--- config.mk ---
export PLATFORM = sky130hd
export DESIGN_NAME = rbg_lane
export DESIGN_NICKNAME = d
export VERILOG_FILES = /design/src/hw/rtl/random_bar_gain_gate_assert.svh /design/src/hw/rtl/rbg_pkg.sv /design/src/hw/rtl/rbg_lane.sv
export SDC_FILE = /design/constraint.sdc
export NUM_CORES = 1
export LEC_CHECK = 0
export BUFFER_PORTS_ARGS = -buffer_cell sky130_fd_sc_hd__buf_2
export CAP_MARGIN = 20
export CELL_PAD_IN_SITES_DETAIL_PLACEMENT = 1
export CELL_PAD_IN_SITES_GLOBAL_PLACEMENT = 1
export CORE_UTILIZATION = 45
export CTS_BUF_LIST = sky130_fd_sc_hd__clkbuf_8
export DETAILED_ROUTE_END_ITERATION = 10
export PLACE_DENSITY = 0.87
export SETUP_SLACK_MARGIN = 0.15
export SYNTH_ARGS = -nofsm -noshare
export SYNTH_HDL_FRONTEND = slang
export SYNTH_SLANG_ARGS = --single-unit
export TNS_END_PERCENT = 30
--- constraint.sdc ---
create_clock -name clock -period 17.6 [get_ports clock]
set_input_delay 2.64 -clock clock [delete_from_list [all_inputs] [get_ports clock]]
set_output_delay 2.64 -clock clock [all_outputs]
set_load 0.1 [all_outputs]
--- src/hw/rtl/random_bar_gain_gate_assert.svh ---
// Assertion macros for the random bar gain gate
`ifndef RANDOM_BAR_GAIN_GATE_ASSERT_SVH
`define RANDOM_BAR_GAIN_GATE_ASSERT_SVH

// same-cycle implication, clocked on clock, off during reset
`define RBG_ASSERT_SAME(lbl, ante, cons) \
   lbl: assert property (@(posedge clock) disable iff (reset) (ante) |-> (cons)) \
      else $error("rbg check failed");

// next-cycle implication, clocked on clock, off during reset
`define RBG_ASSERT_NEXT(lbl, ante, cons) \
   lbl: assert property (@(posedge clock) disable iff (reset) (ante) |=> (cons)) \
      else $error("rbg check failed");

`endif

--- src/hw/rtl/rbg_pkg.sv ---
// Shared types and constants for the random bar gain gate
package rbg_pkg;

   localparam int CHANNELS          = 2;
   localparam int FADE_MIN_FRACTION = 655;

   localparam int SAMPLE_W    = 24;
   localparam int GAIN_W      = 25;
   localparam int GAIN_FRAC_W = 24;
   localparam int STEP_W      = 26;
   localparam int LEFT_W      = 28;
   localparam int BAR_W       = 31;
   localparam int FPB_W       = 23;
   localparam int GRAN_W      = 6;
   localparam int WEIGHT_W    = 7;
   localparam int FRAC_W      = 17;
   localparam int FRAC_SHIFT  = 16;
   localparam int RNG_W       = 32;
   localparam int DRAW_W      = 24;
   localparam int CSR_DATA_W  = 32;
   localparam int CSR_INDEX_W = 3;

   localparam int CHOICE_W = DRAW_W + 9;
   localparam int TGT_W    = DRAW_W + WEIGHT_W;
   localparam int FRACP_W  = DRAW_W + FRAC_SHIFT;
   localparam int FG_W     = FPB_W + GRAN_W;
   localparam int LP_W     = FG_W + FRAC_W;
   localparam int LEN_W    = LP_W - FRAC_SHIFT;

   localparam int LANE_PROD_W = SAMPLE_W + GAIN_W + 1;

   localparam int DIV_W      = 32;
   localparam int DIV_STEPS  = 2;
   localparam int DIV_CYCLES = DIV_W / DIV_STEPS;
   localparam int DIV_CNT_W  = $clog2(DIV_CYCLES);

   localparam logic [GAIN_W-1:0]   UNITY      = 25'd16777216;
   localparam logic [GAIN_W-1:0]   HALF_GAIN  = 25'd8388608;
   localparam logic [GAIN_W-1:0]   SNAP_LOW   = 25'd16777;
   localparam logic [GAIN_W-1:0]   SNAP_HIGH  = 25'd16760439;
   localparam logic [RNG_W-1:0]    LCG_MUL    = 32'd1664525;
   localparam logic [RNG_W-1:0]    LCG_ADD    = 32'd1013904223;
   localparam logic [RNG_W-1:0]    SEED_RESET = 32'd1;
   localparam logic [GRAN_W-1:0]   GRAN_MAX   = 6'd32;
   localparam logic [WEIGHT_W-1:0] WEIGHT_MAX = 7'd100;
   localparam logic [WEIGHT_W-1:0] PERCENT_SCALE = 7'd100;
   localparam logic [FRAC_W-1:0]   FRAC_ONE   = 17'd65536;
   localparam logic [FRAC_W-1:0]   FADE_MIN_Q = FRAC_W'(FADE_MIN_FRACTION);
   localparam logic [LP_W-1:0]     ROUND_HALF = LP_W'(32768);

   typedef enum logic [CSR_INDEX_W-1:0] {
      CSR_GRANULARITY       = 3'd0,
      CSR_MAINTAIN_WEIGHT   = 3'd1,
      CSR_FADE_WEIGHT       = 3'd2,
      CSR_CUT_WEIGHT        = 3'd3,
      CSR_FADE_MAX_FRACTION = 3'd4,
      CSR_BIAS_PERCENT      = 3'd5,
      CSR_MUTE              = 3'd6,
      CSR_RNG_SEED          = 3'd7
   } csr_index_type;

   typedef struct packed {
      logic [GRAN_W-1:0]   granularity;
      logic [WEIGHT_W-1:0] maintain_weight;
      logic [WEIGHT_W-1:0] fade_weight;
      logic [WEIGHT_W-1:0] cut_weight;
      logic [FRAC_W-1:0]   fade_max_fraction;
      logic [WEIGHT_W-1:0] bias_percent;
      logic                mute;
   } cfg_type;

   localparam cfg_type CFG_RESET = '{
      granularity:       6'd1,
      maintain_weight:   7'd100,
      fade_weight:       7'd0,
      cut_weight:        7'd0,
      fade_max_fraction: 17'd65536,
      bias_percent:      7'd50,
      mute:              1'b0
   };

   typedef struct packed {
      logic             load;
      logic [RNG_W-1:0] value;
   } seed_type;

   typedef struct packed {
      logic accept;
      logic out_free;
   } seq_ctrl_type;

   typedef struct packed {
      logic              idle;
      logic              done;
      logic [GAIN_W-1:0] gain;
   } seq_stat_type;

   typedef struct packed {
      logic              start;
      logic [DIV_W-1:0]  dividend;
      logic [LEFT_W-1:0] divisor;
   } div_req_type;

   typedef struct packed {
      logic              done;
      logic [DIV_W-1:0]  quotient;
      logic [LEFT_W-1:0] remainder;
   } div_rsp_type;

endpackage

--- src/hw/rtl/rbg_lane.sv ---
// One channel lane: sample times Q1.24 gain, floor shift
module rbg_lane (
   input  logic                                clock,
   input  logic signed [rbg_pkg::SAMPLE_W-1:0] sample,
   input  logic        [rbg_pkg::GAIN_W-1:0]   gain,
   output logic signed [rbg_pkg::SAMPLE_W-1:0] scaled
);

   logic signed [rbg_pkg::LANE_PROD_W-1:0] product_ff, product_in;

   assign product_in = rbg_pkg::LANE_PROD_W'(sample)
                       * rbg_pkg::LANE_PROD_W'($signed({1'b0, gain}));

   always_ff @(posedge clock) begin
      product_ff <= product_in;
   end

   assign scaled = product_ff[rbg_pkg::GAIN_FRAC_W+rbg_pkg::SAMPLE_W-1:rbg_pkg::GAIN_FRAC_W];

endmodule
==> results of run 1 <==
[per-stage QoR]
step                      cells  utilization [%]  cell area, um^2  worst slack (ns)  hold WS, ns
after detailed placement   2743             47.5            20500              7.95         3.21
after global routing       2746             47.6            20600              7.91         3.55
final                      2748             47.6            20600              8.20         3.54
after floorplan            2189                -            19800              9.01         3.23
after global placement     2743             47.5            20500              8.06         3.22
after CTS                  2746             47.6            20600              8.25         3.54
[critical path: stages]
cell	delay, ns
buf_2	0.52
nand2_1	0.20
fa_1	0.59
fa_1	0.44
fa_1	0.54
inv_1	0.05
fa_1	0.49
inv_1	0.05
fa_1	0.53
inv_1	0.05
fa_1	0.49
inv_1	0.05
fa_1	0.49
inv_1	0.04
ha_1	0.30
nand4_1	0.14
nor2_1	0.13
nor3_1	0.06
o31ai_1	0.82
o211ai_1	0.36
o211ai_1	0.27
a31oi_1	0.14
xnor2_1	0.14
[synth_stat cells (all sizes together) (4+ instances only)]
cell type  count
clkbuf       103
inv          550
a21oi         34
a21o          22
xnor2         23
dfxtp         24
nand3         10
nor4           4
nand4          9
and2         304
nand2        288
nor2          16
nand2b        17
ha           187
fa           503
nor2b         18
o21ai         21
nor3           9
xor2           4
a31oi          4
[worst max-delay path by stage]
stage	start	end	cells past startpoint
after floorplan	sample[0]	product_ff[45]$_DFF_P_	24
after global placement	sample[3]	product_ff[34]$_DFF_P_	23
after detailed placement	gain[10]	product_ff[41]$_DFF_P_	22
after CTS	gain[10]	product_ff[41]$_DFF_P_	22
after global routing	gain[10]	product_ff[41]$_DFF_P_	22
final	sample[3]	product_ff[37]$_DFF_P_	23
[logic make-up after synthesis]
| kind of cell | synth area share (%) |
|---|---|
| adder cells (fa/ha/maj) | 62.5 |
| XOR/XNOR | 1.19 |
| buffers and inverters | 12.4 |
| AND/OR/NAND/NOR | 17.9 |
| AO/OA/AOI/OAI | 3.51 |
| flip-flops | 2.42 |
| multiplexers | 0.0504 |
[routing by layer]
layer | vias up | wire [um] | track usage (%)
li1 | 6270 | - | -
met1 | 7910 | 21800 | 31.5
met2 | 606 | 32900 | 54.3
met3 | 277 | 3080 | 3.23
met4 | 0 | 4170 | 17.4
met5 | - | 0 | 0
[area by class of cell]
class	instances	area share, %
timing repair buffer	73	1.77
clock buffer	3	0.200
antenna	2	0.0243
multi-input combinational	1511	82.1
sequential	24	2.33
inverter	550	10.0
tap	585	3.55
==> metrics.txt, run 1 <==
relative slew slack around a third; Rows 76; Area Growth Syn to Fin 3.76%; GRT Total Usage between 20 and 30%; root buffer cell clkbuf_8; Worst setup EP type flip-flop; Yosys warning count 0; Starting Density 45.9%; WP data arrival 9.58 ns; Area contributors post-synth fa_1 (51%), ha_1 (12%), inv_1 (10%), and2_1 (9.6%), nand2_1 (5.4%); register bit count reported by yosys 24; Port Buf Inserts 73; most common cell after layout, fill and taps aside inv_1; hold path cells 1; mapped cell area slightly below 20000 um^2; outcome complete, no violations; # setup viols final 0; number of flops mapped to enable cells by yosys 0; die area between 40000 and 50000 um^2; initial antenna violation count 4; register area about 480 um^2; Synth Net Count between 2k and 3k; share of the synthesized area in the top cell type between 50% and 60%; drt total wl between 60000 and 70000 um; Synth cell types 52; ys async rst share 0%; Vias/cell roughly 5.5; Setup CP Type input port to flip-flop; Worst Hold Class flip-flop to output port; placed wire-length estimate just under 50000 um; max-slew violation count 0; Required @ worst endpoint 17.77 ns; Core Box Area about 43000 um^2; I/O pin count 74; Net count, final 2903; top flop regs product_ff x24; die span in y 212 um; vias in the first global route 18.3k; via count approximately 15k; Die X about 210 um; total negative setup slack 0 ns; Biggest register product_ff; fin crit share 53.4%; most frequent cells in the layout inv_1 (550), fa_1 (503), and2_1 (304); final RePlAce weighted congestion roughly 0.91; critical-path maximum fanout 25; total gr overflow 0; clock slew at reported path FFs about 0.10 ns; largest net degree at the start of global routing 27; first-pass GRT wire length slightly below 100000 um; FILL cells about 5.1k; HP Start product_ff[25]$_DFF_P_; share of layout cells above drive strength 1 4.03%; setup repair bufs after CTS 0; CTS Hold Bufs 0; Syn Inst Count between 2k and 2.5k; Final Hold Violating Endpoints 0; Hold Crit Endpoint scaled[1]; Syn Area/Cell 9.07 um^2; min Tclk post-route 9.40 ns; H-tree Lvls 1; max_cap viols 0; # clock sinks 24; area leader, netlist fa_1; measured slew at the worst slew-check pin around 1 ns; area occupied by multi-input gates around 17000 um^2; # DRC 0; Largest register FFs 24; CTS resizes 0; 1st-iter DRT viols 633; startpoint class of the critical path input port; RSZ-0062 raised after global routing no; drt first pass iters 5; post-synthesis sequential area ratio 2.42%; Avg WL per Cell 22.6 um; Top FF cell, synth dfxtp_1; maximum clock frequency around 0.11 GHz; Post-DRT Antenna Nets 0; CTS Buffer Depth 2; CTS Buf Count 3; CTS tree done
Power of run 1 is left out: the tool's default activity adds up to more than one toggle a clock period on the data nets, which glitch-free logic cannot reach.
==> inputs of run 2 (changes only) <==
==> constraint.sdc (replaced) <==
create_clock -name clock -period 9.72 [get_ports clock]
set_input_delay 1.458 -clock clock [delete_from_list [all_inputs] [get_ports clock]]
set_output_delay 1.458 -clock clock [all_outputs]
set_load 0.1 [all_outputs]
==> run 2 against run 1 <==
Net effect: non-clock buffer count grew 1; hold slack lost 1.2 ns; cell count is essentially flat; design area grew 0.18%; routed wire length grew 1.1%; sequential share of layout area is essentially flat; die area is the same; clock-buffer cell count is the same.
==> metrics.txt, run 2 (same netlist as run 1, synthesis figures left out) <==
Worst setup EP type flip-flop; H-tree Lvls 1; FILL cells a little over 5k; measured slew at the worst slew-check pin roughly 1 ns; CTS Hold Bufs 0; critical-path maximum fanout 24; initial antenna violation count 1; CTS Buffer Depth 2; die span in y 212 um; total gr overflow 0; drt first pass iters 5; # setup viols final 0; Worst Hold Class input port to flip-flop; largest net degree at the start of global routing 27; max-slew violation count 0; relative slew slack 33.9%; Die X about 210 um; Core Box Area 43300 um^2; area occupied by multi-input gates between 15000 and 20000 um^2; Port Buf Inserts 73; max_cap viols 0; vias in the first global route approximately 18k; Post-DRT Antenna Nets 0; setup repair bufs after CTS 0; WP data arrival about 8.4 ns; first-pass GRT wire length slightly below 100000 um; fin crit share 84.9%; Rows 76; Hold Crit Endpoint product_ff[47]$_DFF_P_; # DRC 0; CTS Buf Count 3; I/O pin count 74; Avg WL per Cell 22.8 um; Area Growth Syn to Fin 3.95%; share of layout cells above drive strength 1 around 4.1%; hold path cells 6; Net count, final between 2k and 3k; root buffer cell clkbuf_8; most common cell after layout, fill and taps aside inv_1; HP Start sample[23]; RSZ-0062 raised after global routing no; outcome complete, no violations; final RePlAce weighted congestion ~0.9; GRT Total Usage between 20% and 30%; # clock sinks 24; via count ~15k; Final Hold Violating Endpoints 0; clock slew at reported path FFs 0.11 ns; CTS tree done; Starting Density a little under half; CTS resizes 0; Vias/cell roughly 5.4; most frequent cells in the layout inv_1 (550), fa_1 (503), and2_1 (304); die area between 40000 and 50000 um^2; total negative setup slack 0 ns; top flop regs product_ff x24; placed wire-length estimate between 40000 and 50000 um; maximum clock frequency ~0.12 GHz; Biggest register product_ff; drt total wl approximately 63000 um; CP Launch Point gain[18]; register area 480 um^2; min Tclk post-route roughly 8.3 ns; startpoint class of the critical path input port; Setup CP Type input port to flip-flop; 1st-iter DRT viols 694; Required @ worst endpoint between 9 and 10 ns; Largest register FFs 24
==> run 2: changes by cell type in the layout (fill, tap and decap cells not counted) <==
cell       delta
bufinv_16     +1
buf_4         +1
==> run 2: per-layer routing <==
| metal | global-route usage (%) | part of all wire [%] | up-vias |
|---|---|---|---|
| li1 | - | - | 6273 |
| met1 | 31.7 | 35 | 7936 |
| met2 | 55.9 | 54 | 566 |
| met3 | 3.25 | 4.9 | 203 |
| met4 | 16.5 | 5.8 | 0 |
| met5 | 0 | 0 | - |
==> run 2: layout make-up <==
type	instances	share of cell area, %
flip-flops and latches	24	2.33
repair buffers	74	1.81
clock inverters	1	0.146
inverters	550	10.0
multi-input cells	1511	81.9
diodes	2	0.0243
clock buffers	3	0.200
well taps	585	3.55
==> run 2: per-stage QoR <==
stage,worst slack (ns),hold slack (ns),cell area [um^2],instances,util [%]
3_3_place_gp,1.36,2.04,20600,2744,47.5
5_1_grt,1.17,2.36,20600,2748,47.7
4_1_cts,1.53,2.32,20600,2748,47.7
3_5_place_dp,1.25,2.03,20600,2744,47.5
6_report,1.46,2.32,20600,2750,47.7
2_1_floorplan,2.31,2.05,19800,2189,-
==> run 2: worst max path at each step <==
stage	endpoint	slack (ns)	cells after the start
2_1_floorplan	product_ff[45]$_DFF_P_	2.31	24
3_3_place_gp	product_ff[34]$_DFF_P_	1.36	23
3_5_place_dp	product_ff[34]$_DFF_P_	1.25	23
4_1_cts	product_ff[34]$_DFF_P_	1.53	23
5_1_grt	product_ff[41]$_DFF_P_	1.17	23
6_report	product_ff[34]$_DFF_P_	1.46	19
==> run 2: critical path, stage by stage <==
cell and delay [ns]:
buf_2 0.54, nand2_1 0.20, fa_1 0.58, inv_1 0.06
fa_1 0.57, inv_1 0.07, fa_1 0.47, fa_1 0.52
inv_1 0.06, fa_1 0.57, fa_1 0.46, fa_1 0.47
ha_1 0.44, nand2_1 0.16, o31ai_1 0.86, o211ai_1 0.37
o21ai_1 0.31, a21oi_1 0.13, xnor2_1 0.14
Power of run 2 is left out for the same reason.
==> inputs of run 3 (changes only) <==
==> constraint.sdc (replaced) <==
create_clock -name clock -period 7.8 [get_ports clock]
set_input_delay 1.17 -clock clock [delete_from_list [all_inputs] [get_ports clock]]
set_output_delay 1.17 -clock clock [all_outputs]
set_load 0.1 [all_outputs]
==> run 3 against run 2 <==
Net effect: utilization increased by 1.4 points; highest routed layer is now met5; critical path depth up 2; sequential share of layout area is 0.068 points lower; critical path type unchanged; first-iteration DRC count shrank 8.2%.
==> metrics.txt, run 3 (same netlist as run 1, synthesis figures left out) <==
RSZ-0062 raised after global routing yes; outcome complete, no violations; slowest cell on the critical path fa_1; share of layout cells above drive strength 1 under 10%; max-slew violation count 0; # DRC 0; Post-DRT Antenna Nets 0; initial antenna violation count 1; clock slew at reported path FFs about 0.11 ns; grt peak-use layer met2; Port Buf Inserts 73; Rows 76; CTS Buffer Depth 2; pre-CTS WS -0.0302 ns; measured slew at the worst slew-check pin 0.646 ns; Avg WL per Cell around 23 um; root buffer cell clkbuf_8; vias in the first global route between 15k and 20k; CTS Hold Bufs 0; Largest register FFs 24; Required @ worst endpoint 8.00 ns; slowest stage delay, CP about 0.65 ns; met1 Use GR 31.4%; final RePlAce weighted congestion ~0.91; Area Growth Syn to Fin 7.06%; drt first pass iters 5; FILL cells between 5k and 6k; startpoint class of the critical path input port; final core utilization ~49%; CTS tree done; hold slack approximately 2 ns; die area 45000 um^2; WP data arrival roughly 7.7 ns; GRT Total Usage approximately 31%; placed wire-length estimate about 57000 um; critical-path maximum fanout 24; met2 usage a little under three fifths; CTS Buf Count 3; # clock sinks 24; most frequent cells in the layout inv_1 (550), fa_1 (502), and2_1 (304); Final Hold Violating Endpoints 0; fin crit share a little over nine tenths; most common cell after layout, fill and taps aside inv_1; Starting Density between 40% and 50%; Setup WS post-layout roughly 0.32 ns; top flop regs product_ff x24; Biggest register product_ff; 1st-iter DRT viols between 600 and 700; total gr overflow 0; M3 GR Usage 4.96%; area occupied by multi-input gates approximately 17000 um^2; I/O pin count 74; Vias/cell approximately 5.5; CP Cell Sequence buf_2 -> nand2_1 -> fa_1 -> inv_1 -> fa_1 -> fa_1 -> fa_1 -> fa_1 -> fa_1 -> inv_1 -> fa_1 -> inv_1 -> ha_1 -> nand4_1 -> or2_2 -> nor3_1 -> buf_4 -> o21ai_1 -> a21oi_1 -> nor3_1 -> a311oi_1; Worst Hold Class flip-flop to output port; Setup CP Type input port to flip-flop; max_cap viols 0; largest net degree at the start of global routing 26; # setup viols final 0; relative slew slack between 50% and 60%; H-tree Lvls 1; maximum clock frequency 0.134 GHz; via count approximately 15k; total negative setup slack 0 ns; die span in y between 200 and 250 um; first-pass GRT wire length ~100000 um; register area 480 um^2; drt total wl 66200 um; Core Box Area roughly 43000 um^2; Net count, final between 2k and 3k; CP most frequent cell fa_1; min Tclk post-route between 7 and 8 ns; Worst setup EP type flip-flop; Die X 212 um
[run 3: changes by cell type in the layout (fill, tap and decap cells not counted), sizes merged]
| cell | delta |
|---|---|
| buf | +57 |
| diode | -1 |
| clkbuf | +12 |
[run 3: layer usage]
layer,part of all wire (%),vias up
li1,-,6403
met1,32,7974
met2,53,653
met3,5.7,357
met4,9.0,2
met5,0.024,-
[run 3: worst paths after layout]
kind / start / end / cells after the start
setup / recovery: gain[3] / product_ff[47]$_DFF_P_ / 21
hold / removal: product_ff[29]$_DFF_P_ / scaled[5] / 1
[run 3: final cells by class]
type / count / share of cell area (%)
inverters: 550 / 9.72
diodes: 1 / 0.0118
well taps: 585 / 3.44
flip-flops and latches: 24 / 2.26
repair buffers: 143 / 4.52
clock inverters: 1 / 0.141
clock buffers: 3 / 0.194
multi-input cells: 1511 / 79.7
[run 3: through the flow]
stage / cells / instance area, um^2
detailed placement: 2813 / 21100
CTS: 2817 / 21200
global placement: 2813 / 21100
global route: 2817 / 21200
finish: 2818 / 21300
floorplan: 2189 / 19800
[run 3: critical path: cells and delay by family]
| kind | cells | cell delay (ns) |
|---|---|---|
| buffers and inverters | 5 | 0.86 |
| adder cells (fa/ha/maj) | 8 | 3.90 |
| AO/OA/AOI/OAI | 3 | 0.72 |
| AND/OR/NAND/NOR | 5 | 1.03 |
[run 3: timing repair]
item / CTS / global route
setup buffers: 0 / 0
gates resized for setup: 0 / 22
endpoints found under the setup margin: 0 / 12
Power of run 3 is left out for the same reason.
