## config.mk

```make
export PLATFORM = sky130hd
export DESIGN_NAME = rbg_seq
export DESIGN_NICKNAME = d
export VERILOG_FILES = /design/src/hw/rtl/random_bar_gain_gate_assert.svh /design/src/hw/rtl/rbg_pkg.sv /design/src/hw/rtl/rbg_divu.sv /design/src/hw/rtl/rbg_seq.sv
export SDC_FILE = /design/constraint.sdc
export NUM_CORES = 2
export LEC_CHECK = 0
export ABC_AREA = 1
export BUFFER_PORTS_ARGS = -buffer_cell sky130_fd_sc_hd__buf_2
export CAP_MARGIN = 20
export CORE_MARGIN = 2
export CORE_UTILIZATION = 48
export CTS_CLUSTER_SIZE = 14
export DETAILED_ROUTE_END_ITERATION = 10
export GPL_ROUTABILITY_DRIVEN = 0
export MAX_ROUTING_LAYER = met4
export PLACE_DENSITY = 0.75
export SYNTH_ARGS = -nofsm -noshare
export SYNTH_HDL_FRONTEND = slang
export SYNTH_SLANG_ARGS = --single-unit
```

## constraint.sdc

```tcl
create_clock -name clock -period 8.85 [get_ports clock]
set_input_delay 1.77 -clock clock [delete_from_list [all_inputs] [get_ports clock]]
set_output_delay 1.77 -clock clock [all_outputs]
set_load 0.05 [all_outputs]
```

## src/hw/rtl/random_bar_gain_gate_assert.svh

```systemverilog
// Assertion macros for the random bar gain gate
`ifndef RANDOM_BAR_GAIN_GATE_ASSERT_SVH
`define RANDOM_BAR_GAIN_GATE_ASSERT_SVH

// same-cycle implication, clocked on clock, off during reset
`define RBG_ASSERT_SAME(lbl, ante, cons) \
   lbl: assert property (@(posedge clock) disable iff (reset) (ante) |-> (cons)) \
      else $error("rbg check failed");

// next-cycle implication, clocked on clock, off during reset
`define RBG_ASSERT_NEXT(lbl, ante, cons) \
   lbl: assert property (@(posedge clock) disable iff (reset) (ante) |=> (cons)) \
      else $error("rbg check failed");

`endif

```

## src/hw/rtl/rbg_pkg.sv

```systemverilog
// Shared types and constants for the random bar gain gate
package rbg_pkg;

   localparam int CHANNELS          = 2;
   localparam int FADE_MIN_FRACTION = 655;

   localparam int SAMPLE_W    = 24;
   localparam int GAIN_W      = 25;
   localparam int GAIN_FRAC_W = 24;
   localparam int STEP_W      = 26;
   localparam int LEFT_W      = 28;
   localparam int BAR_W       = 31;
   localparam int FPB_W       = 23;
   localparam int GRAN_W      = 6;
   localparam int WEIGHT_W    = 7;
   localparam int FRAC_W      = 17;
   localparam int FRAC_SHIFT  = 16;
   localparam int RNG_W       = 32;
   localparam int DRAW_W      = 24;
   localparam int CSR_DATA_W  = 32;
   localparam int CSR_INDEX_W = 3;

   localparam int CHOICE_W = DRAW_W + 9;
   localparam int TGT_W    = DRAW_W + WEIGHT_W;
   localparam int FRACP_W  = DRAW_W + FRAC_SHIFT;
   localparam int FG_W     = FPB_W + GRAN_W;
   localparam int LP_W     = FG_W + FRAC_W;
   localparam int LEN_W    = LP_W - FRAC_SHIFT;

   localparam int LANE_PROD_W = SAMPLE_W + GAIN_W + 1;

   localparam int DIV_W      = 32;
   localparam int DIV_STEPS  = 2;
   localparam int DIV_CYCLES = DIV_W / DIV_STEPS;
   localparam int DIV_CNT_W  = $clog2(DIV_CYCLES);

   localparam logic [GAIN_W-1:0]   UNITY      = 25'd16777216;
   localparam logic [GAIN_W-1:0]   HALF_GAIN  = 25'd8388608;
   localparam logic [GAIN_W-1:0]   SNAP_LOW   = 25'd16777;
   localparam logic [GAIN_W-1:0]   SNAP_HIGH  = 25'd16760439;
   localparam logic [RNG_W-1:0]    LCG_MUL    = 32'd1664525;
   localparam logic [RNG_W-1:0]    LCG_ADD    = 32'd1013904223;
   localparam logic [RNG_W-1:0]    SEED_RESET = 32'd1;
   localparam logic [GRAN_W-1:0]   GRAN_MAX   = 6'd32;
   localparam logic [WEIGHT_W-1:0] WEIGHT_MAX = 7'd100;
   localparam logic [WEIGHT_W-1:0] PERCENT_SCALE = 7'd100;
   localparam logic [FRAC_W-1:0]   FRAC_ONE   = 17'd65536;
   localparam logic [FRAC_W-1:0]   FADE_MIN_Q = FRAC_W'(FADE_MIN_FRACTION);
   localparam logic [LP_W-1:0]     ROUND_HALF = LP_W'(32768);

   typedef enum logic [CSR_INDEX_W-1:0] {
      CSR_GRANULARITY       = 3'd0,
      CSR_MAINTAIN_WEIGHT   = 3'd1,
      CSR_FADE_WEIGHT       = 3'd2,
      CSR_CUT_WEIGHT        = 3'd3,
      CSR_FADE_MAX_FRACTION = 3'd4,
      CSR_BIAS_PERCENT      = 3'd5,
      CSR_MUTE              = 3'd6,
      CSR_RNG_SEED          = 3'd7
   } csr_index_type;

   typedef struct packed {
      logic [GRAN_W-1:0]   granularity;
      logic [WEIGHT_W-1:0] maintain_weight;
      logic [WEIGHT_W-1:0] fade_weight;
      logic [WEIGHT_W-1:0] cut_weight;
      logic [FRAC_W-1:0]   fade_max_fraction;
      logic [WEIGHT_W-1:0] bias_percent;
      logic                mute;
   } cfg_type;

   localparam cfg_type CFG_RESET = '{
      granularity:       6'd1,
      maintain_weight:   7'd100,
      fade_weight:       7'd0,
      cut_weight:        7'd0,
      fade_max_fraction: 17'd65536,
      bias_percent:      7'd50,
      mute:              1'b0
   };

   typedef struct packed {
      logic             load;
      logic [RNG_W-1:0] value;
   } seed_type;

   typedef struct packed {
      logic accept;
      logic out_free;
   } seq_ctrl_type;

   typedef struct packed {
      logic              idle;
      logic              done;
      logic [GAIN_W-1:0] gain;
   } seq_stat_type;

   typedef struct packed {
      logic              start;
      logic [DIV_W-1:0]  dividend;
      logic [LEFT_W-1:0] divisor;
   } div_req_type;

   typedef struct packed {
      logic              done;
      logic [DIV_W-1:0]  quotient;
      logic [LEFT_W-1:0] remainder;
   } div_rsp_type;

endpackage

```

## src/hw/rtl/rbg_divu.sv

```systemverilog
// Shared unsigned divider, restoring, two quotient bits per cycle
module rbg_divu (
   input  logic                 clock,
   input  logic                 reset,
   input  rbg_pkg::div_req_type req,
   output rbg_pkg::div_rsp_type rsp
);

   logic                                busy_ff, busy_in;
   logic                                done_ff, done_in;
   logic [rbg_pkg::DIV_CNT_W-1:0]       cnt_ff, cnt_in;
   logic [rbg_pkg::DIV_W-1:0]           quo_ff, quo_in;
   logic [rbg_pkg::LEFT_W-1:0]          rem_ff, rem_in;
   logic [rbg_pkg::LEFT_W-1:0]          dsr_ff, dsr_in;

   always_comb begin
      logic [rbg_pkg::LEFT_W:0] trial;
      trial   = '0;
      busy_in = busy_ff;
      done_in = 1'b0;
      cnt_in  = cnt_ff;
      quo_in  = quo_ff;
      rem_in  = rem_ff;
      dsr_in  = dsr_ff;
      if (req.start) begin
         busy_in = 1'b1;
         cnt_in  = '0;
         quo_in  = req.dividend;
         rem_in  = '0;
         dsr_in  = req.divisor;
      end else if (busy_ff) begin
         for (int i = 0; i < rbg_pkg::DIV_STEPS; i++) begin
            trial  = {rem_in, quo_in[rbg_pkg::DIV_W-1]};
            quo_in = {quo_in[rbg_pkg::DIV_W-2:0], 1'b0};
            if (trial >= {1'b0, dsr_ff}) begin
               rem_in    = rbg_pkg::LEFT_W'(trial - {1'b0, dsr_ff});
               quo_in[0] = 1'b1;
            end else begin
               rem_in = trial[rbg_pkg::LEFT_W-1:0];
            end
         end
         cnt_in = cnt_ff + 1'b1;
         if (cnt_ff == rbg_pkg::DIV_CNT_W'(rbg_pkg::DIV_CYCLES - 1)) begin
            busy_in = 1'b0;
            done_in = 1'b1;
         end
      end
   end

   always_ff @(posedge clock) begin
      if (reset) begin
         busy_ff <= 1'b0;
         done_ff <= 1'b0;
         cnt_ff  <= '0;
      end else begin
         busy_ff <= busy_in;
         done_ff <= done_in;
         cnt_ff  <= cnt_in;
      end
   end

   always_ff @(posedge clock) begin
      quo_ff <= quo_in;
      rem_ff <= rem_in;
      dsr_ff <= dsr_in;
   end

   assign rsp = '{done: done_ff, quotient: quo_ff, remainder: rem_ff};

endmodule

```

## src/hw/rtl/rbg_seq.sv

```systemverilog
// Bar sequencer: random draws, gain state, fade set-up and ramp
module rbg_seq (
   input  logic                          clock,
   input  logic                          reset,
   input  rbg_pkg::cfg_type              cfg,
   input  rbg_pkg::seed_type             seed,
   input  rbg_pkg::seq_ctrl_type         ctrl,
   input  logic                          bar_start,
   input  logic [rbg_pkg::BAR_W-1:0]     bar_index,
   input  logic [rbg_pkg::FPB_W-1:0]     frames_per_bar,
   output rbg_pkg::seq_stat_type         stat
);

   typedef enum logic [13:0] {
      S_IDLE   = 14'b00000000000001,
      S_MOD    = 14'b00000000000010,
      S_DRAW   = 14'b00000000000100,
      S_CHOOSE = 14'b00000000001000,
      S_DECIDE = 14'b00000000010000,
      S_TARGET = 14'b00000000100000,
      S_FRAC   = 14'b00000001000000,
      S_LEN1   = 14'b00000010000000,
      S_LEN2   = 14'b00000100000000,
      S_LEN3   = 14'b00001000000000,
      S_DIV    = 14'b00010000000000,
      S_RAMP   = 14'b00100000000000,
      S_MUL    = 14'b01000000000000,
      S_OUT    = 14'b10000000000000
   } state_type;

   state_type                            state_ff, state_in;
   logic [rbg_pkg::RNG_W-1:0]            rng_ff, rng_in;
   logic [rbg_pkg::GAIN_W-1:0]           gain_ff, gain_in;
   logic                                 target_ff, target_in;
   logic [rbg_pkg::STEP_W-1:0]           step_ff, step_in;
   logic [rbg_pkg::LEFT_W-1:0]           left_ff, left_in;
   logic [rbg_pkg::FPB_W-1:0]            fpb_ff, fpb_in;
   logic [rbg_pkg::CHOICE_W-1:0]         choice_ff, choice_in;
   logic                                 fade_sel_ff, fade_sel_in;
   logic [rbg_pkg::FRAC_W-1:0]           q_ff, q_in;
   logic [rbg_pkg::FG_W-1:0]             fg_ff, fg_in;
   logic [rbg_pkg::LP_W-1:0]             len_prod_ff, len_prod_in;
   logic                                 neg_ff, neg_in;

   logic [rbg_pkg::GRAN_W-1:0]           gran_c;
   logic [rbg_pkg::WEIGHT_W-1:0]         m_c, f_c, c_c, bias_c, m_eff;
   logic [8:0]                           sum, sum_eff;
   logic [7:0]                           mf;
   logic [rbg_pkg::FRAC_W-1:0]           hi_c, span;
   logic [rbg_pkg::DRAW_W-1:0]           draw_u;
   logic [rbg_pkg::RNG_W-1:0]            lcg_next;
   logic [rbg_pkg::CHOICE_W-1:0]         choice_prod, maint_limit, fade_limit;
   logic                                 target_hit;
   logic [rbg_pkg::FRACP_W-1:0]          frac_prod;
   logic [rbg_pkg::FRAC_W-1:0]           frac_q;
   logic [rbg_pkg::LP_W-1:0]             len_sum;
   logic [rbg_pkg::LEN_W-1:0]            len_full;
   logic [rbg_pkg::LEFT_W-1:0]           left_new, left_dec;
   logic [rbg_pkg::GAIN_W-1:0]           tgt_gain, snap_gain;
   logic [rbg_pkg::STEP_W-1:0]           diff, diff_mag, quo_step;
   rbg_pkg::div_req_type                 div_req;
   rbg_pkg::div_rsp_type                 div_rsp;

   function automatic logic [rbg_pkg::WEIGHT_W-1:0] clamp_w(
      input logic [rbg_pkg::WEIGHT_W-1:0] v);
      return (v > rbg_pkg::WEIGHT_MAX) ? rbg_pkg::WEIGHT_MAX : v;
   endfunction

   always_comb begin
      if (cfg.granularity == '0) begin
         gran_c = rbg_pkg::GRAN_W'(1);
      end else if (cfg.granularity > rbg_pkg::GRAN_MAX) begin
         gran_c = rbg_pkg::GRAN_MAX;
      end else begin
         gran_c = cfg.granularity;
      end
      if (cfg.fade_max_fraction < rbg_pkg::FADE_MIN_Q) begin
         hi_c = rbg_pkg::FADE_MIN_Q;
      end else if (cfg.fade_max_fraction > rbg_pkg::FRAC_ONE) begin
         hi_c = rbg_pkg::FRAC_ONE;
      end else begin
         hi_c = cfg.fade_max_fraction;
      end
   end

   assign m_c     = clamp_w(cfg.maintain_weight);
   assign f_c     = clamp_w(cfg.fade_weight);
   assign c_c     = clamp_w(cfg.cut_weight);
   assign bias_c  = clamp_w(cfg.bias_percent);
   assign sum     = 9'(m_c) + 9'(f_c) + 9'(c_c);
   assign sum_eff = (sum == '0) ? 9'd1 : sum;
   assign m_eff   = (sum == '0) ? rbg_pkg::WEIGHT_W'(1) : m_c;
   assign mf      = 8'(m_c) + 8'(f_c);
   assign span    = hi_c - rbg_pkg::FADE_MIN_Q;

   assign draw_u   = rng_ff[rbg_pkg::DRAW_W-1:0];
   assign lcg_next = rng_ff * rbg_pkg::LCG_MUL + rbg_pkg::LCG_ADD;

   assign choice_prod = rbg_pkg::CHOICE_W'(draw_u) * rbg_pkg::CHOICE_W'(sum_eff);
   assign maint_limit = rbg_pkg::CHOICE_W'({m_eff, 24'd0});
   assign fade_limit  = rbg_pkg::CHOICE_W'({mf, 24'd0});
   assign target_hit  = (rbg_pkg::TGT_W'(draw_u) * rbg_pkg::TGT_W'(rbg_pkg::PERCENT_SCALE))
                        < rbg_pkg::TGT_W'({bias_c, 24'd0});

   assign frac_prod = rbg_pkg::FRACP_W'(draw_u) * rbg_pkg::FRACP_W'(span);
   assign frac_q    = rbg_pkg::FADE_MIN_Q
                      + rbg_pkg::FRAC_W'(frac_prod[rbg_pkg::FRACP_W-1:rbg_pkg::DRAW_W]);

   assign len_sum  = len_prod_ff + rbg_pkg::ROUND_HALF;
   assign len_full = (len_prod_ff > rbg_pkg::LP_W'(rbg_pkg::FRAC_ONE))
                     ? len_sum[rbg_pkg::LP_W-1:rbg_pkg::FRAC_SHIFT]
                     : rbg_pkg::LEN_W'(1);
   assign left_new = (len_full[rbg_pkg::LEFT_W-1:0] == '0)
                     ? rbg_pkg::LEFT_W'(1) : len_full[rbg_pkg::LEFT_W-1:0];
   assign left_dec = left_ff - 1'b1;

   assign tgt_gain  = target_ff ? rbg_pkg::UNITY : '0;
   assign snap_gain = (gain_ff > rbg_pkg::SNAP_LOW && gain_ff < rbg_pkg::SNAP_HIGH)
                      ? ((gain_ff < rbg_pkg::HALF_GAIN) ? '0 : rbg_pkg::UNITY)
                      : gain_ff;
   assign diff      = rbg_pkg::STEP_W'({1'b0, tgt_gain}) - rbg_pkg::STEP_W'({1'b0, gain_ff});
   assign diff_mag  = diff[rbg_pkg::STEP_W-1] ? (rbg_pkg::STEP_W'(0) - diff) : diff;
   assign quo_step  = div_rsp.quotient[rbg_pkg::STEP_W-1:0];

   always_comb begin
      div_req.start    = (ctrl.accept && bar_start) || (state_ff == S_LEN3);
      div_req.dividend = (state_ff == S_LEN3) ? rbg_pkg::DIV_W'(diff_mag)
                                              : rbg_pkg::DIV_W'(bar_index);
      div_req.divisor  = (state_ff == S_LEN3) ? left_new : rbg_pkg::LEFT_W'(gran_c);
   end

   rbg_divu u_divu (
      .clock (clock),
      .reset (reset),
      .req   (div_req),
      .rsp   (div_rsp)
   );

   always_comb begin
      state_in    = state_ff;
      rng_in      = rng_ff;
      gain_in     = gain_ff;
      target_in   = target_ff;
      step_in     = step_ff;
      left_in     = left_ff;
      fpb_in      = fpb_ff;
      choice_in   = choice_ff;
      fade_sel_in = fade_sel_ff;
      q_in        = q_ff;
      fg_in       = fg_ff;
      len_prod_in = len_prod_ff;
      neg_in      = neg_ff;
      case (state_ff)
         S_IDLE: begin
            if (ctrl.accept) begin
               fpb_in   = frames_per_bar;
               state_in = bar_start ? S_MOD : S_RAMP;
            end
         end
         S_MOD: begin
            if (div_rsp.done) begin
               if (div_rsp.remainder == '0 && left_ff == '0) begin
                  gain_in  = snap_gain;
                  state_in = S_DRAW;
               end else begin
                  state_in = S_RAMP;
               end
            end
         end
         S_DRAW: begin
            rng_in   = lcg_next;
            state_in = S_CHOOSE;
         end
         S_CHOOSE: begin
            choice_in = choice_prod;
            state_in  = S_DECIDE;
         end
         S_DECIDE: begin
            if (choice_ff < maint_limit) begin
               state_in = S_RAMP;
            end else begin
               rng_in      = lcg_next;
               fade_sel_in = (choice_ff < fade_limit);
               state_in    = S_TARGET;
            end
         end
         S_TARGET: begin
            target_in = target_hit;
            if (fade_sel_ff) begin
               if (fpb_ff == '0) begin
                  state_in = S_RAMP;
               end else if (hi_c > rbg_pkg::FADE_MIN_Q) begin
                  rng_in   = lcg_next;
                  state_in = S_FRAC;
               end else begin
                  q_in     = rbg_pkg::FADE_MIN_Q;
                  state_in = S_LEN1;
               end
            end else begin
               gain_in  = target_hit ? rbg_pkg::UNITY : '0;
               left_in  = '0;
               step_in  = '0;
               state_in = S_RAMP;
            end
         end
         S_FRAC: begin
            q_in     = frac_q;
            state_in = S_LEN1;
         end
         S_LEN1: begin
            fg_in    = rbg_pkg::FG_W'(fpb_ff) * rbg_pkg::FG_W'(gran_c);
            state_in = S_LEN2;
         end
         S_LEN2: begin
            len_prod_in = rbg_pkg::LP_W'(fg_ff) * rbg_pkg::LP_W'(q_ff);
            state_in    = S_LEN3;
         end
         S_LEN3: begin
            left_in  = left_new;
            neg_in   = diff[rbg_pkg::STEP_W-1];
            state_in = S_DIV;
         end
         S_DIV: begin
            if (div_rsp.done) begin
               step_in  = neg_ff ? (rbg_pkg::STEP_W'(0) - quo_step) : quo_step;
               state_in = S_RAMP;
            end
         end
         S_RAMP: begin
            if (left_ff != '0) begin
               left_in = left_dec;
               if (left_dec == '0) begin
                  gain_in = tgt_gain;
                  step_in = '0;
               end else begin
                  gain_in = gain_ff + step_ff[rbg_pkg::GAIN_W-1:0];
               end
            end
            state_in = S_MUL;
         end
         S_MUL: begin
            state_in = S_OUT;
         end
         S_OUT: begin
            if (ctrl.out_free) begin
               state_in = S_IDLE;
            end
         end
         default: begin
            state_in = S_IDLE;
         end
      endcase
      if (seed.load) begin
         rng_in = seed.value;
      end
   end

   always_ff @(posedge clock) begin
      if (reset) begin
         state_ff  <= S_IDLE;
         rng_ff    <= rbg_pkg::SEED_RESET;
         gain_ff   <= rbg_pkg::UNITY;
         target_ff <= 1'b1;
         step_ff   <= '0;
         left_ff   <= '0;
      end else begin
         state_ff  <= state_in;
         rng_ff    <= rng_in;
         gain_ff   <= gain_in;
         target_ff <= target_in;
         step_ff   <= step_in;
         left_ff   <= left_in;
      end
   end

   always_ff @(posedge clock) begin
      fpb_ff      <= fpb_in;
      choice_ff   <= choice_in;
      fade_sel_ff <= fade_sel_in;
      q_ff        <= q_in;
      fg_ff       <= fg_in;
      len_prod_ff <= len_prod_in;
      neg_ff      <= neg_in;
   end

   assign stat.idle = (state_ff == S_IDLE);
   assign stat.done = (state_ff == S_OUT) && ctrl.out_free;
   assign stat.gain = cfg.mute ? '0 : gain_ff;

endmodule

```

==> results.json <==
{
  "synth.cell_area_um2": 67100,
  "crit_path_end_kind": "register",
  "max_freq_mhz": 110,
  "yosys.area_share.adder_pct": 43.2,
  "dr.pass1.iters": 8,
  "min_to": "left_ff[5]$_SDFFE_PP0P_",
  "cts_buffers": 42,
  "die_h_um": 378,
  "drtAntennaViolNets": 0,
  "critical_path_required_ns": 9.24,
  "min_path_type": "register to register",
  "rsz0062_at_grt": "yes",
  "synth_top_family_by_area": "adder cells",
  "root_buffer": "clkbuf_16",
  "drt_iter0_markers": 5587,
  "fin_skew_ns": 0.0314,
  "cts.htree.levels": 2,
  "area_growth_pct": 11.7,
  "syn_inst": 8676,
  "vias_per_cell": 5.50,
  "avgSynthCellArea_um2": 7.74,
  "start_util_pct": 48.2,
  "r2r_start": "rng_ff[11]$_SDFFE_PP0P_",
  "grt_overflow": 0,
  "synth_top_area_share_pct": 32.1,
  "synth_edf_count": 186,
  "synth.net_count": 10500,
  "yosysMostFrequentCell": "nand2_1",
  "synth.mux.area_fraction_pct": 0,
  "clock-sinks": 337,
  "worstPathArrival_ns": 9.51,
  "r2r-end": "q_ff[12]$_SDFFCE_PN0P_",
  "port_buffers": 162,
  "nets": 10800,
  "antenna_found_initial": 15,
  "synthArstFlopShare_pct": 0,
  "ys_ff_latch": 337,
  "grt_pass1_wl_um": 314000,
  "final_area_um2": 75000,
  "maxSlewHeadroom_pct": 21.1,
  "min_period_over_period_pct": 103,
  "dieArea_um2": 143000,
  "hold_buffers": 0,
  "grt.total_usage_pct": 28.4,
  "drive_gt1_share_pct": 10.0,
  "route.detailed.drc": 0,
  "setup_viol": 12,
  "cap_violations": 0,
  "io_pins": 171,
  "grt_max_degree": 63,
  "vias": 60000,
  "clk_pin_slew_worst_paths_ns": 0.06,
  "r2r_cells": 26,
  "synth_cell_type_count": 68,
  "dp_hpwl_um": 155000,
  "min_from": "left_ff[5]$_SDFFE_PP0P_",
  "dpl_cell_area_um2": 72400,
  "max_stage_delay_ns": 0.53,
  "wl_um": 195000,
  "reg2reg_slack_ns": 1.55,
  "whs_ns": 0.482,
  "critPathMaxFanout": 6,
  "maxSlewViolCount": 0,
  "n_fill_cell": 12600,
  "clk_latency_ns": 0.65,
  "critical_path_class": "input pin to register",
  "wl_per_cell_um": 17.9,
  "cts_buffer_depth": 3,
  "cts_tree": "yes",
  "synth.largest_area_cell": "fa_1",
  "core_um2": 139000,
  "ys_warn_count": 0,
  "worst_slew_pin_slew_ns": 1.18,
  "yosysSeqAreaShare_pct": 12.8,
  "fin_crit_ns": 9.12,
  "synth_compound_area_share_pct": 8.28,
  "synth_xor_area_share_pct": 3.86,
  "grt_pass1_vias": 60900,
  "synthTopCellsByArea": "fa_1, ha_1, nand2_1",
  "die_w_um": 378,
  "violations": "negative setup slack",
  "synthSimpleGateAreaFrac_pct": 19.2,
  "status": "complete, but fails checks",
  "setup_ws_ns": -0.269,
  "hold_viol_final": 0,
  "rows": 137,
  "yosys-top-cells-count": "nand2_1, inv_1, fa_1, nor2_1, ha_1",
  "startpoint_type": "input pin",
  "ys.flop_type": "edfxtp_1",
  "cpMaxStageDelayCell": "fa_2",
  "holdPathStages": 2
}
final cells by class:
| type | instances | area [um^2] | share of cell area [%] |
|---|---|---|---|
| Antenna cell | 14 | 35.0 | 0.0467 |
| Clock buffer | 47 | 1080 | 1.44 |
| Clock inverter | 31 | 454 | 0.606 |
| Inverter | 1916 | 7210 | 9.62 |
| Multi-Input combinational cell | 6112 | 51000 | 68.1 |
| Sequential cell | 337 | 8610 | 11.5 |
| Tap cell | 1876 | 2350 | 3.13 |
| Timing Repair Buffer | 570 | 4180 | 5.58 |
| Timing Repair inverter | 1 | 5.00 | 0.00668 |
worst max path at each step:
stage | startpoint | end | slack (ns) | depth (start not counted)
after global placement | cfg[23] | q_ff[14]$_SDFFCE_PN0P_ | -0.80 | 47
after floorplan | cfg[13] | q_ff[12]$_SDFFCE_PN0P_ | 0.005 | 47
final | cfg[18] | q_ff[12]$_SDFFCE_PN0P_ | -0.27 | 46
after CTS | cfg[18] | q_ff[15]$_SDFFCE_PN0P_ | -0.003 | 47
after detailed placement | cfg[23] | q_ff[13]$_SDFFCE_PN0P_ | -0.89 | 43
after global routing | cfg[21] | q_ff[13]$_SDFFCE_PN0P_ | -0.62 | 48
routing by layer:
layer  wire [um]  vias to the layer above  track usage, %
met4        7500                        0            10.2
met1       77100                    29100            36.8
met3       23400                      500            6.98
met2       87000                     3095            43.3
met5           0                        -               -
li1            -                    27200               -
placed cells by master, fill, tap and decap left out, types with 151 or more instances in the layout:
cell type  instances
nand2_1         1900
inv_1           1861
fa_1            1069
nor2_1           670
ha_1             581
a21oi_1          407
buf_4            379
o21ai_0          275
xor2_1           192
edfxtp_1         186
nand3_1          171
buf_2            159
dfxtp_1          151
critical path: cells and delay by family:
family / cells / cell delay (ns)
and+or+nand+nor: 20 / 1.91
buffers and inverters: 13 / 1.50
adders and majority gates: 8 / 3.49
AOI/OAI and AO/OA: 4 / 0.60
xor gates and xnor gates: 1 / 0.15
sequential cells by signal, indices dropped and copies added, names as in the netlist:
signal	cells
len_prod_ff	46
u_divu.quo_ff	32
fg_ff	29
left_ff	28
u_divu.dsr_ff	28
u_divu.rem_ff	28
gain_ff	25
step_ff	25
rng_ff	24
fpb_ff	23
q_ff	17
state_ff	14
choice_ff	9
u_divu.cnt_ff	4
fade_sel_ff	1
neg_ff	1
target_ff	1
u_divu.busy_ff	1
u_divu.done_ff	1
cells by family (layout without fill, tap and decap cells):
| family | Yosys count | after routing |
|---|---|---|
| buffers and inverters | 2227 | 2565 |
| AO/OA/AOI/OAI | 986 | 986 |
| adder cells (fa/ha/maj) | 1674 | 1674 |
| flip-flops | 337 | 337 |
| AND/OR/NAND/NOR | 3157 | 3157 |
| XOR/XNOR | 295 | 295 |
| other | 0 | 14 |
metrics by stage:
step                cells   TNS, ns  util, %  setup WS (ns)
finish              10900     -1.99     53.9         -0.269
global route        10900     -6.94     53.9         -0.616
global placement    10800    -11.10     52.0         -0.800
floorplan            8676         0        -        0.00481
detailed placement  10800    -13.16     52.0         -0.894
CTS                 10900  -0.00269     53.3       -0.00269
repair_timing:
action,in CTS,in global routing
pin swaps,17,68
setup endpoints to repair,11,22
buffers inserted,7,22
gates resized for setup,43,147
gates cloned,1,1
Power is left out: the tool's default activity adds up to more than one toggle a clock period on the data nets, which glitch-free logic cannot reach.
